**src/rtl/assert_macros.svh**
```systemverilog
// Assertion helpers. All checks sample on i_clk and are off while in reset.
`ifndef ASSERT_MACROS_SVH
`define ASSERT_MACROS_SVH

// Same-cycle implication.
`define ASSERT_IMPL(label, ante, cons) \
    label: assert property (@(posedge i_clk) disable iff (!i_rst_n) (ante) |-> (cons)) \
        else $error("assertion failed");

// Next-cycle implication.
`define ASSERT_NEXT(label, ante, cons) \
    label: assert property (@(posedge i_clk) disable iff (!i_rst_n) (ante) |=> (cons)) \
        else $error("assertion failed");

`endif

```
**src/rtl/id3tfe_pkg.sv**
```systemverilog
package id3tfe_pkg;

    localparam logic [31:0] HEADER_BYTES = 32'd10;
    localparam logic [31:0] ID_BYTES     = 32'd4;
    localparam logic [31:0] SIZE_BYTES   = 32'd4;
    localparam logic [31:0] SKIP_BYTES   = 32'd3;
    localparam logic [2:0]  FIELD_COUNT  = 3'd6;
    localparam logic [2:0]  NO_FIELD     = 3'd7;

    localparam logic [31:0] ID_TIT2 = 32'h5449_5432;
    localparam logic [31:0] ID_TPE1 = 32'h5450_4531;
    localparam logic [31:0] ID_TALB = 32'h5441_4C42;
    localparam logic [31:0] ID_TYER = 32'h5459_4552;
    localparam logic [31:0] ID_TCON = 32'h5443_4F4E;
    localparam logic [31:0] ID_COMM = 32'h434F_4D4D;

    typedef struct packed {
        logic [2:0] field_index;
        logic [7:0] text_byte;
        logic       last_of_field;
        logic       field_empty;
        logic       all_found;
    } t_result;

    function automatic logic [2:0] lookup_id(input logic [31:0] id);
        logic [2:0] idx;
        idx = NO_FIELD;
        if (id == ID_TIT2) idx = 3'd0;
        if (id == ID_TPE1) idx = 3'd1;
        if (id == ID_TALB) idx = 3'd2;
        if (id == ID_TYER) idx = 3'd3;
        if (id == ID_TCON) idx = 3'd4;
        if (id == ID_COMM) idx = 3'd5;
        return idx;
    endfunction

endpackage

```
**src/rtl/id3_text_frame_extractor.sv**
```systemverilog
// ID3v2.3 text frame extractor.
// Input channel (i_valid/o_ready): one tag byte per beat, with i_new_tag set
// on the first byte of each tag to restart the parse from the tag header.
// Output channel (o_valid/i_ready): one beat per payload byte of a TIT2, TPE1,
// TALB, TYER, TCON or COMM frame, tagged with its field index, plus an empty
// marker beat for a recognized frame whose size is 0 or 1. last_of_field
// flags the end of a field, all_found the end of the sixth recognized field;
// after that, bytes are swallowed until the next new_tag.
// A byte accepted into the input register is parsed as it moves on, and its
// result is then held in the result register, which drives the output.
// Throughput: one byte per cycle while the output is not stalled; the
// per-byte state update is a single pass of compare and 32-bit count logic
// between the input register and the result register.
// Reset: synchronous, active low; both stages empty, parser in header skip.
// Stall: while i_ready is low the result holds; one more byte may wait in
// the input register, then o_ready drops until the result is taken.
`include "assert_macros.svh"

module id3_text_frame_extractor (
    input  logic       i_clk,
    input  logic       i_rst_n,
    input  logic       i_valid,
    output logic       o_ready,
    input  logic [7:0] i_tag_byte,
    input  logic       i_new_tag,
    output logic       o_valid,
    input  logic       i_ready,
    output logic [2:0] o_field_index,
    output logic [7:0] o_text_byte,
    output logic       o_last_of_field,
    output logic       o_field_empty,
    output logic       o_all_found
);

    logic                in_valid;
    logic [7:0]          in_byte;
    logic                in_new_tag;
    logic                take;
    logic                out_free;
    logic                res_valid;
    id3tfe_pkg::t_result res;
    id3tfe_pkg::t_result out_res;

    assign take = in_valid && out_free;

    id3tfe_in_stage u_in (
        .i_clk      (i_clk),
        .i_rst_n    (i_rst_n),
        .i_valid    (i_valid),
        .o_ready    (o_ready),
        .i_tag_byte (i_tag_byte),
        .i_new_tag  (i_new_tag),
        .i_take     (take),
        .o_valid    (in_valid),
        .o_tag_byte (in_byte),
        .o_new_tag  (in_new_tag)
    );

    id3tfe_parser u_parser (
        .i_clk       (i_clk),
        .i_rst_n     (i_rst_n),
        .i_take      (take),
        .i_tag_byte  (in_byte),
        .i_new_tag   (in_new_tag),
        .o_res_valid (res_valid),
        .o_res       (res)
    );

    id3tfe_out_stage u_out (
        .i_clk   (i_clk),
        .i_rst_n (i_rst_n),
        .i_load  (take && res_valid),
        .i_res   (res),
        .o_free  (out_free),
        .o_valid (o_valid),
        .i_ready (i_ready),
        .o_res   (out_res)
    );

    assign o_field_index   = out_res.field_index;
    assign o_text_byte     = out_res.text_byte;
    assign o_last_of_field = out_res.last_of_field;
    assign o_field_empty   = out_res.field_empty;
    assign o_all_found     = out_res.all_found;

    `ASSERT_IMPL(a_index_known, o_valid, o_field_index < id3tfe_pkg::FIELD_COUNT)
    `ASSERT_IMPL(a_empty_is_last, o_valid && o_field_empty, o_last_of_field)
    `ASSERT_IMPL(a_all_is_last, o_valid && o_all_found, o_last_of_field)
    `ASSERT_NEXT(a_done_quiet, o_valid && i_ready && o_all_found, !o_valid)

endmodule

```
**src/rtl/id3tfe_in_stage.sv**
```systemverilog
module id3tfe_in_stage (
    input  logic       i_clk,
    input  logic       i_rst_n,
    input  logic       i_valid,
    output logic       o_ready,
    input  logic [7:0] i_tag_byte,
    input  logic       i_new_tag,
    input  logic       i_take,
    output logic       o_valid,
    output logic [7:0] o_tag_byte,
    output logic       o_new_tag
);

    logic       r_valid;
    logic [7:0] r_tag_byte;
    logic       r_new_tag;

    assign o_ready    = !r_valid || i_take;
    assign o_valid    = r_valid;
    assign o_tag_byte = r_tag_byte;
    assign o_new_tag  = r_new_tag;

    always_ff @(posedge i_clk) begin
        if (!i_rst_n) begin
            r_valid <= 1'b0;
        end else if (o_ready) begin
            r_valid <= i_valid;
        end
        if (o_ready && i_valid) begin
            r_tag_byte <= i_tag_byte;
            r_new_tag  <= i_new_tag;
        end
    end

endmodule

```
**src/rtl/id3tfe_parser.sv**
```systemverilog
module id3tfe_parser (
    input  logic                 i_clk,
    input  logic                 i_rst_n,
    input  logic                 i_take,
    input  logic [7:0]           i_tag_byte,
    input  logic                 i_new_tag,
    output logic                 o_res_valid,
    output id3tfe_pkg::t_result  o_res
);

    typedef enum logic [2:0] {
        PH_HEADER  = 3'd0,
        PH_ID      = 3'd1,
        PH_SIZE    = 3'd2,
        PH_SKIP    = 3'd3,
        PH_PAYLOAD = 3'd4,
        PH_DONE    = 3'd5
    } t_phase;

    t_phase      r_phase, n_phase, phase;
    logic [31:0] r_cnt, n_cnt, cnt;
    logic [31:0] r_id, n_id, id;
    logic [31:0] r_len, n_len, len;
    logic [2:0]  r_found, n_found, found;
    logic [2:0]  r_cur, n_cur, cur;
    logic [31:0] cnt_inc, cnt_dec;
    logic [2:0]  found_inc;
    logic        all;

    always_comb begin
        phase = r_phase;
        cnt   = r_cnt;
        id    = r_id;
        len   = r_len;
        found = r_found;
        cur   = r_cur;
        if (i_new_tag) begin
            phase = PH_HEADER;
            cnt   = 32'd0;
            id    = 32'd0;
            len   = 32'd0;
            found = 3'd0;
            cur   = id3tfe_pkg::NO_FIELD;
        end
        n_phase   = phase;
        n_cnt     = cnt;
        n_id      = id;
        n_len     = len;
        n_found   = found;
        n_cur     = cur;
        cnt_inc   = cnt + 32'd1;
        cnt_dec   = cnt - 32'd1;
        found_inc = found + 3'd1;
        all       = (found_inc >= id3tfe_pkg::FIELD_COUNT);
        o_res_valid         = 1'b0;
        o_res.field_index   = cur;
        o_res.text_byte     = i_tag_byte;
        o_res.last_of_field = 1'b0;
        o_res.field_empty   = 1'b0;
        o_res.all_found     = 1'b0;

        case (phase)
            PH_HEADER: begin
                if (cnt_inc >= id3tfe_pkg::HEADER_BYTES) begin
                    n_cnt   = 32'd0;
                    n_phase = PH_ID;
                end else begin
                    n_cnt = cnt_inc;
                end
            end
            PH_ID: begin
                n_id = {id[23:0], i_tag_byte};
                if (cnt_inc >= id3tfe_pkg::ID_BYTES) begin
                    n_cnt   = 32'd0;
                    n_cur   = id3tfe_pkg::lookup_id(n_id);
                    n_phase = PH_SIZE;
                end else begin
                    n_cnt = cnt_inc;
                end
            end
            PH_SIZE: begin
                n_len = {len[23:0], i_tag_byte};
                if (cnt_inc >= id3tfe_pkg::SIZE_BYTES) begin
                    n_cnt   = 32'd0;
                    n_phase = PH_SKIP;
                end else begin
                    n_cnt = cnt_inc;
                end
            end
            PH_SKIP: begin
                if (cnt_inc >= id3tfe_pkg::SKIP_BYTES) begin
                    n_cnt = 32'd0;
                    if (len <= 32'd1) begin
                        n_cur = id3tfe_pkg::NO_FIELD;
                        if (cur < id3tfe_pkg::FIELD_COUNT) begin
                            o_res_valid         = 1'b1;
                            o_res.text_byte     = 8'd0;
                            o_res.last_of_field = 1'b1;
                            o_res.field_empty   = 1'b1;
                            o_res.all_found     = all;
                            n_found             = found_inc;
                            n_phase             = all ? PH_DONE : PH_ID;
                        end else begin
                            n_phase = PH_ID;
                        end
                    end else begin
                        n_cnt   = len - 32'd1;
                        n_phase = PH_PAYLOAD;
                    end
                end else begin
                    n_cnt = cnt_inc;
                end
            end
            PH_PAYLOAD: begin
                n_cnt = cnt_dec;
                if (cur < id3tfe_pkg::FIELD_COUNT) begin
                    o_res_valid         = 1'b1;
                    o_res.last_of_field = (cnt_dec == 32'd0);
                    if (cnt_dec == 32'd0) begin
                        o_res.all_found = all;
                        n_found         = found_inc;
                        n_cur           = id3tfe_pkg::NO_FIELD;
                        n_phase         = all ? PH_DONE : PH_ID;
                    end
                end else if (cnt_dec == 32'd0) begin
                    n_cur   = id3tfe_pkg::NO_FIELD;
                    n_phase = PH_ID;
                end
            end
            default: begin
            end
        endcase
    end

    always_ff @(posedge i_clk) begin
        if (!i_rst_n) begin
            r_phase <= PH_HEADER;
            r_cnt   <= 32'd0;
            r_id    <= 32'd0;
            r_len   <= 32'd0;
            r_found <= 3'd0;
            r_cur   <= id3tfe_pkg::NO_FIELD;
        end else if (i_take) begin
            r_phase <= n_phase;
            r_cnt   <= n_cnt;
            r_id    <= n_id;
            r_len   <= n_len;
            r_found <= n_found;
            r_cur   <= n_cur;
        end
    end

endmodule

```
**src/rtl/id3tfe_out_stage.sv**
```systemverilog
module id3tfe_out_stage (
    input  logic                 i_clk,
    input  logic                 i_rst_n,
    input  logic                 i_load,
    input  id3tfe_pkg::t_result  i_res,
    output logic                 o_free,
    output logic                 o_valid,
    input  logic                 i_ready,
    output id3tfe_pkg::t_result  o_res
);

    logic                r_valid;
    id3tfe_pkg::t_result r_res;

    assign o_free  = !r_valid || i_ready;
    assign o_valid = r_valid;
    assign o_res   = r_res;

    always_ff @(posedge i_clk) begin
        if (!i_rst_n) begin
            r_valid <= 1'b0;
        end else if (o_free) begin
            r_valid <= i_load;
        end
        if (o_free && i_load) begin
            r_res <= i_res;
        end
    end

endmodule

```
**config.mk**
```make
export PLATFORM = sky130hd
export DESIGN_NAME = id3_text_frame_extractor
export DESIGN_NICKNAME = d
export VERILOG_FILES = /design/src/rtl/id3tfe_pkg.sv /design/src/rtl/id3_text_frame_extractor.sv /design/src/rtl/id3tfe_in_stage.sv /design/src/rtl/id3tfe_parser.sv /design/src/rtl/id3tfe_out_stage.sv
export VERILOG_INCLUDE_DIRS = /design/src /design/src/rtl
export SDC_FILE = /design/constraint.sdc
export NUM_CORES = 1
export LEC_CHECK = 0
export ABC_AREA = 1
export ABC_CLOCK_PERIOD_IN_PS = 8200
export BUFFER_PORTS_ARGS = -buffer_cell sky130_fd_sc_hd__buf_2
export CAP_MARGIN = 20
export CELL_PAD_IN_SITES_DETAIL_PLACEMENT = 0
export CELL_PAD_IN_SITES_GLOBAL_PLACEMENT = 1
export CORE_MARGIN = 2
export CORE_UTILIZATION = 49
export CTS_BUF_LIST = sky130_fd_sc_hd__clkbuf_2
export CTS_CLUSTER_DIAMETER = 100
export DETAILED_ROUTE_END_ITERATION = 7
export HOLD_SLACK_MARGIN = 0.08
export PLACE_DENSITY_LB_ADDON = 0.05
export SLEW_MARGIN = 10
export SYNTH_ARGS = -nofsm -noshare
export SYNTH_HDL_FRONTEND = slang
export SYNTH_SLANG_ARGS = --single-unit
```
**constraint.sdc**
```tcl
create_clock -name i_clk -period 8.2 [get_ports i_clk]
set_input_delay 0 -clock i_clk [delete_from_list [all_inputs] [get_ports i_clk]]
set_output_delay 0 -clock i_clk [all_outputs]
set_load 0.005 [all_outputs]
```
==> results of run 1 <==
==> where the power goes <==
part           switching, µW  internal [µW]
clock network            269           87.9
logic                    324            132
registers               30.5            643
==> logic make-up after synthesis <==
kind of cell | after synthesis | share of synthesized area
simple gates | 856 | 0.3800
xor+xnor | 20 | 0.01800
compound gates | 302 | 0.1836
flops | 122 | 0.2746
fa+ha+maj | 8 | 0.01029
buf+inv | 319 | 0.1335
==> through the flow <==
stage                     std cells  utilization  area [µm²]  hold slack, ns
after floorplan                1627            -        9732         0.09887
after global placement         1861       0.5101        9927          0.1763
after detailed placement       1861       0.5101        9927          0.1788
after CTS                      1917       0.5328       10370          0.1090
after global routing           1918       0.5329       10370          0.1571
final                          1918       0.5329       10370          0.1597
==> worst paths after layout <==
path | end | slack, ns | depth (start not counted)
min reg2reg | u_parser.r_cur[1] | 0.50 | 2
max | u_parser.r_cnt[2] | 3.43 | 24
max reg2reg | u_parser.r_cnt[2] | 3.43 | 24
min | u_out.o_valid | 0.16 | 5
==> layer usage <==
layer	wire [µm]	share of wire
met1	16170	0.48
met2	14030	0.42
met3	2769	0.082
met4	755	0.022
met5	0	0
==> area by class of cell <==
type | instances | area, µm² | area share
Antenna cell | 1 | 2.502 | 0.0002413
Timing Repair Buffer | 61 | 447.9 | 0.04319
Sequential cell | 122 | 2673 | 0.2577
Tap cell | 265 | 331.6 | 0.03197
Clock buffer | 18 | 90.09 | 0.008686
Multi-Input combinational cell | 1186 | 5768 | 0.5562
Inverter | 251 | 947.2 | 0.09133
Clock inverter | 14 | 111.4 | 0.01074
==> sequential cells by signal, indices dropped and copies added (netlist names) <==
register	cells
u_parser.r_found	3
u_in.o_valid	1
u_parser.r_phase	3
u_parser.r_id	24
u_parser.r_cur	3
u_parser.r_cnt	32
u_parser.r_len	32
u_out.o_valid	1
u_out.o_res	14
u_in.o_new_tag	1
u_in.o_tag_byte	8
==> cells in the final DEF (no fill, tap or decap), types with 6 or more instances in the layout <==
cell type	instances
nand2_1	409
inv_1	232
nor2_1	206
nand3_1	120
o21ai_0	105
dfxtp_1	99
a21oi_1	84
o211ai_1	59
nand4_1	42
buf_2	28
dlygate4sd3_1	24
edfxtp_1	23
nor3_1	22
nor2_2	20
xor2_1	20
clkbuf_2	18
inv_2	17
a31oi_1	17
a221oi_1	12
nand2_2	9
buf_4	9
inv_6	8
nand3_2	8
o21ai_1	8
o221ai_1	8
ha_1	8
nor2_4	6
==> Yosys cell counts (12+ instances only) <==
| cell type | number |
|---|---|
| nand3_1 | 120 |
| dfxtp_1 | 99 |
| xor2_1 | 20 |
| clkbuf_1 | 43 |
| inv_1 | 232 |
| a221oi_1 | 12 |
| nor2_2 | 18 |
| inv_2 | 16 |
| a21oi_1 | 84 |
| o21ai_0 | 105 |
| nand4_1 | 42 |
| nor2_1 | 208 |
| nand2_1 | 410 |
| a31oi_1 | 17 |
| nor3_1 | 22 |
| o211ai_1 | 59 |
| edfxtp_1 | 23 |
==> tightest hold or removal path: stages <==
cell and delay (ns):
dlygate4sd3_1 0.53, buf_2 0.10, inv_1 0.04, nand2_1 0.09
a21oi_1 0.07
==> results.ini, run 1 <==
[status]
outcome = finished, final reports clean

[worst_setup_path]
r2r-start = u_in.o_new_tag
crit_top_cell = nand2_1
cpMaxStageDelayCell = inv_6
cp_cell_sequence = buf_4, inv_6, nand2_1, inv_1, ha_1, nand2_1, inv_1, nand2_1, nor2_1, nand2_1, nor2_1, nand2_1, nand2_1, nand2_1, nor2_1, nand2_1, nor2_4, nand3_2, nand2_1, inv_2, nand2_1, o21ai_0, a21oi_1, nor2_1
cpPeakStageDelay_ns = 0.61
critPathMaxFanout = 98
cp_num_buf_inv = 5
crit_path_end_kind = flip-flop
path_delay_family = simple AND/OR/NAND/NOR gates
worstSetupStartpointType = flip-flop
crit_type = reg -> reg
crit_required_ns = 8.79
crit_arrival_ns = 5.36
cp-startpoint = u_in.o_new_tag

[power]
p_leak_uw = 0.005111
peakVddDrop_v = 0.0001236
power_density_nw_per_um2 = 143.3
p_total_uw = 1487

[grt]
grtUsageMet2 = 0.4643
gr-total-overflow = 0
grt-busiest-layer = met1
grt_pass1_wl_um = 53650
first_global_vias = 9620
use_met1 = 0.4859
grt_usage = 0.3193
antenna_found_initial = 1
grt_max_degree = 99
gr-usage-met3 = 0.05031

[clocking]
clk_latency_ns = 0.71
cts_hold_buf = 24
tritoncts = built
clkSlewWorstSetupHoldPaths_ns = 0.22
htree_levels = 4
numCtsBuffers = 17
cts_resized = 0
cts_root_buf = clkbuf_2
clock-sinks = 122
clockBufferDepth = 2
cts_setup_buffers = 0

[layout]
layout-drive-gt1-share = 0.08051
fillers = 2038
area_growth_pct = 6.570
fin_nets = 1660

[timing]
setup_tns_ns = 0
rsz0062_at_grt = no
tightest_slew_ns = 0.9910
max_freq_mhz = 209.8
final.setup.worst_slack_ns = 3.433
clock_skew_ns = 0.05067
finalSetupViolations = 0
slew_headroom = 0.3369
period_share = 0.5813
drv_slew = 0
period_minus_slack_ns = 4.767
hold_viol = 0

[placed_design]
place.gp.congestion = 0.9741
dp.final_hpwl_um = 25290
io_buffer_count = 28
post-place-ws_ns = 3.541

[yosys]
synth_area_leader_cell = dfxtp_1
synth-async-reset-ratio = 0
netlist_area_um2 = 9732
synth_area_per_cell_um2 = 5.981
synth_cells = 1627
ys_seq_area_frac = 0.2746
yosys_most_used_dff = dfxtp_1
yosysWarnings = 0
synth-seq-cells = 122
synth_nets = 1648
ys_types = 41
synth_area_leaders = dfxtp_1 20%, nand2_1 16%, inv_1 8.9%
synth_edf_count = 23
synth_top_cell_area_share = 0.2037

[floorplan]
die_area_um2 = 21000
fp.coreArea_um2 = 19460
dieWidth_um = 144.9
fp.dieH_um = 144.9
ios = 29
initial_utilization = 0.5000
rows = 51

[routing]
ant_nets = 0
drcViolationCount = 0
routedWlPerCell_um = 17.58
vias = 10840
first_pass_iters = 6
viasPerCell = 5.650
wl_um = 33720
drt_iter0_markers = 1106

[hold_path]
min_from = i_ready
hold_class = in -> reg

[run]
cap_viol_max_count = 0

No activity file was read; power rests on OpenSTA's default activity.
==> inputs of run 2 (changes only) <==
--- a/config.mk
+++ b/config.mk
@@ -7,13 +7,13 @@
 export NUM_CORES = 1
 export LEC_CHECK = 0
 export ABC_AREA = 1
-export ABC_CLOCK_PERIOD_IN_PS = 8200
+export ABC_CLOCK_PERIOD_IN_PS = 4450
 export BUFFER_PORTS_ARGS = -buffer_cell sky130_fd_sc_hd__buf_2
 export CAP_MARGIN = 20
 export CELL_PAD_IN_SITES_DETAIL_PLACEMENT = 0
 export CELL_PAD_IN_SITES_GLOBAL_PLACEMENT = 1
 export CORE_MARGIN = 2
-export CORE_UTILIZATION = 49
+export CORE_UTILIZATION = 46
 export CTS_BUF_LIST = sky130_fd_sc_hd__clkbuf_2
 export CTS_CLUSTER_DIAMETER = 100
 export DETAILED_ROUTE_END_ITERATION = 7
==> constraint.sdc (replaced) <==
create_clock -name i_clk -period 4.45 [get_ports i_clk]
set_input_delay 0 -clock i_clk [delete_from_list [all_inputs] [get_ports i_clk]]
set_output_delay 0 -clock i_clk [all_outputs]
set_load 0.005 [all_outputs]
==> run 2 against run 1 <==
Combinational power is 92% higher. Sequential cell count unchanged. Cell count rose by 1.1%. Clock power grew 110%. Fmax up 17%. Worst setup slack worse by 3.1 ns. Design area is 1.6% higher. Global-route usage up 0.57 points. Register-to-register slack got worse by 3.1 ns. Die area grew 6.3%. Via count up 0.49%. Hold slack better by 0.35 ns.
==> results.ini, run 2 (synthesis gave the netlist of run 1 again) <==
[routing]
wl_um = 35710
drt_iter0_markers = 1142
first_pass_iters = 5
routedWlPerCell_um = 18.41
viasPerCell = 5.613
ant_nets = 0
drcViolationCount = 0
vias = 10890

[clocking]
numCtsBuffers = 17
clockBufferDepth = 2
tritoncts = built
clock-sinks = 122
htree_levels = 4
cts_setup_buffers = 0
cts_root_buf = clkbuf_2
clk_latency_ns = 0.73
clkSlewWorstSetupHoldPaths_ns = 0.26

[timing]
clock_skew_ns = 0.04958
period_minus_slack_ns = 4.086
tightest_slew_ns = 1.084
rsz0062_at_grt = no
final.setup.worst_slack_ns = 0.3643
setup_tns_ns = 0
hold_viol = 0
finalSetupViolations = 0
drv_slew = 0
max_freq_mhz = 244.8
period_share = 0.9181
holdWs_ns = 0.5088
slew_headroom = 0.2764

[layout]
fillers = 2273
reg_top3 = u_parser.r_cnt (32), u_parser.r_len (32), u_parser.r_id (24)
fin_nets = 1672
layout_commonest_cell = nand2_1
final_cell_mix = 409 x nand2_1, 232 x inv_1, 206 x nor2_1, 120 x nand3_1, 105 x o21ai_0
area_growth_pct = 8.319
layout-drive-gt1-share = 0.08594

[grt]
grt_usage = 0.3250
first_global_vias = 9906
antenna_found_initial = 1
grt_pass1_wl_um = 56330
gr-total-overflow = 0
grt_max_degree = 76

[worst_setup_path]
path_delay_family = simple AND/OR/NAND/NOR gates
cp_cell_sequence = clkinv_8, nand2_1, inv_1, ha_1, nand2_1, nor2_2, nand2_1, nor2_2, nand3_1, nand2_1, nand2_1, nor2_1, nand2_1, nor2_1, nand3_4, nand3_1, nor2_2, o21ai_1, a21oi_1, dlygate4sd3_1
cp_num_buf_inv = 3
crit_path_end_kind = flip-flop
crit_arrival_ns = 4.73
worstSetupStartpointType = flip-flop
crit_type = reg -> reg
cpPeakStageDelay_ns = 0.62
critPathMaxFanout = 58
cpMaxStageDelayCell = dlygate4sd3_1
crit_top_cell = nand2_1
crit_required_ns = 5.10

[power]
p_leak_uw = 0.005177
peakVddDrop_v = 0.0001821
power_density_nw_per_um2 = 272.0
p_total_uw = 2867

[floorplan]
rows = 53
ios = 29
fp.dieH_um = 149.5
dieWidth_um = 149.5
initial_utilization = 0.4659
fp.coreArea_um2 = 20890
die_area_um2 = 22340

[hold_path]
hold_class = reg -> reg

[placed_design]
place.gp.congestion = 0.9431
post-place-ws_ns = 0.5222
io_buffer_count = 28
dp.final_hpwl_um = 26870

[run]
cap_viol_max_count = 0

[status]
outcome = finished, final reports clean

## run 2: cell count changes in the layout (fill, tap and decap cells not counted), sizes merged
cell         delta
buf            +10
clkbuf          -1
clkinv          -2
clkinvlp        +3
dlygate4sd3     +2
## run 2: final timing paths
kind,start,end,slack [ns],depth (start not counted)
worst max-delay path,u_in.o_new_tag,u_out.o_valid,0.36,20
worst min register to register,u_parser.r_cur[1],u_parser.r_cur[1],0.51,2
worst max register to register,u_in.o_new_tag,u_out.o_valid,0.36,20
worst min-delay path,u_parser.r_cur[1],u_parser.r_cur[1],0.51,2
## run 2: through the flow
step           instances    util  area, µm²
2_1_floorplan       1627       -       9732
3_3_place_gp        1881  0.4800      10030
3_5_place_dp        1881  0.4800      10030
4_1_cts             1939  0.5038      10520
5_1_grt             1940  0.5046      10540
6_report            1940  0.5046      10540
## run 2: power breakdown
group          total, µW  internal, µW  switching [µW]  leakage [µW]
registers           1240          1190            55.4       0.00103
clock network        752           179             573      0.000132
logic                874           253             620       0.00401
## run 2: tightest hold or removal path: cells and delay by family, from the launching register on
| family | cells | cell delay [ns] |
|---|---|---|
| DFF | 1 | 0.39 |
| and+or+nand+nor | 1 | 0.06 |
| AOI/OAI and AO/OA | 1 | 0.06 |
## run 2: layout make-up
class                      instances  area, µm²  share of cell area
inverter                         251      954.7             0.09056
sequential                       122       2673              0.2535
clock inverter                    15      151.4             0.01436
antenna                            1      2.502           0.0002374
multi-input combinational       1186       5776              0.5479
timing repair buffer              73      555.5             0.05270
tap                              275      344.1             0.03264
clock buffer                      17      85.08            0.008071
## run 2: routing by layer
metal | global-route usage | part of all wire
met1 | 0.4785 | 0.47
met2 | 0.4943 | 0.43
met3 | 0.04970 | 0.078
met4 | 0.08476 | 0.019
met5 | 0 | 0
## run 2: repair_timing
item | 4_1_cts | 5_1_grt
hold buffers | 26 | 0
gates resized for setup | 0 | 5
hold endpoints to repair | 105 | 0
setup endpoints to repair | 0 | 1
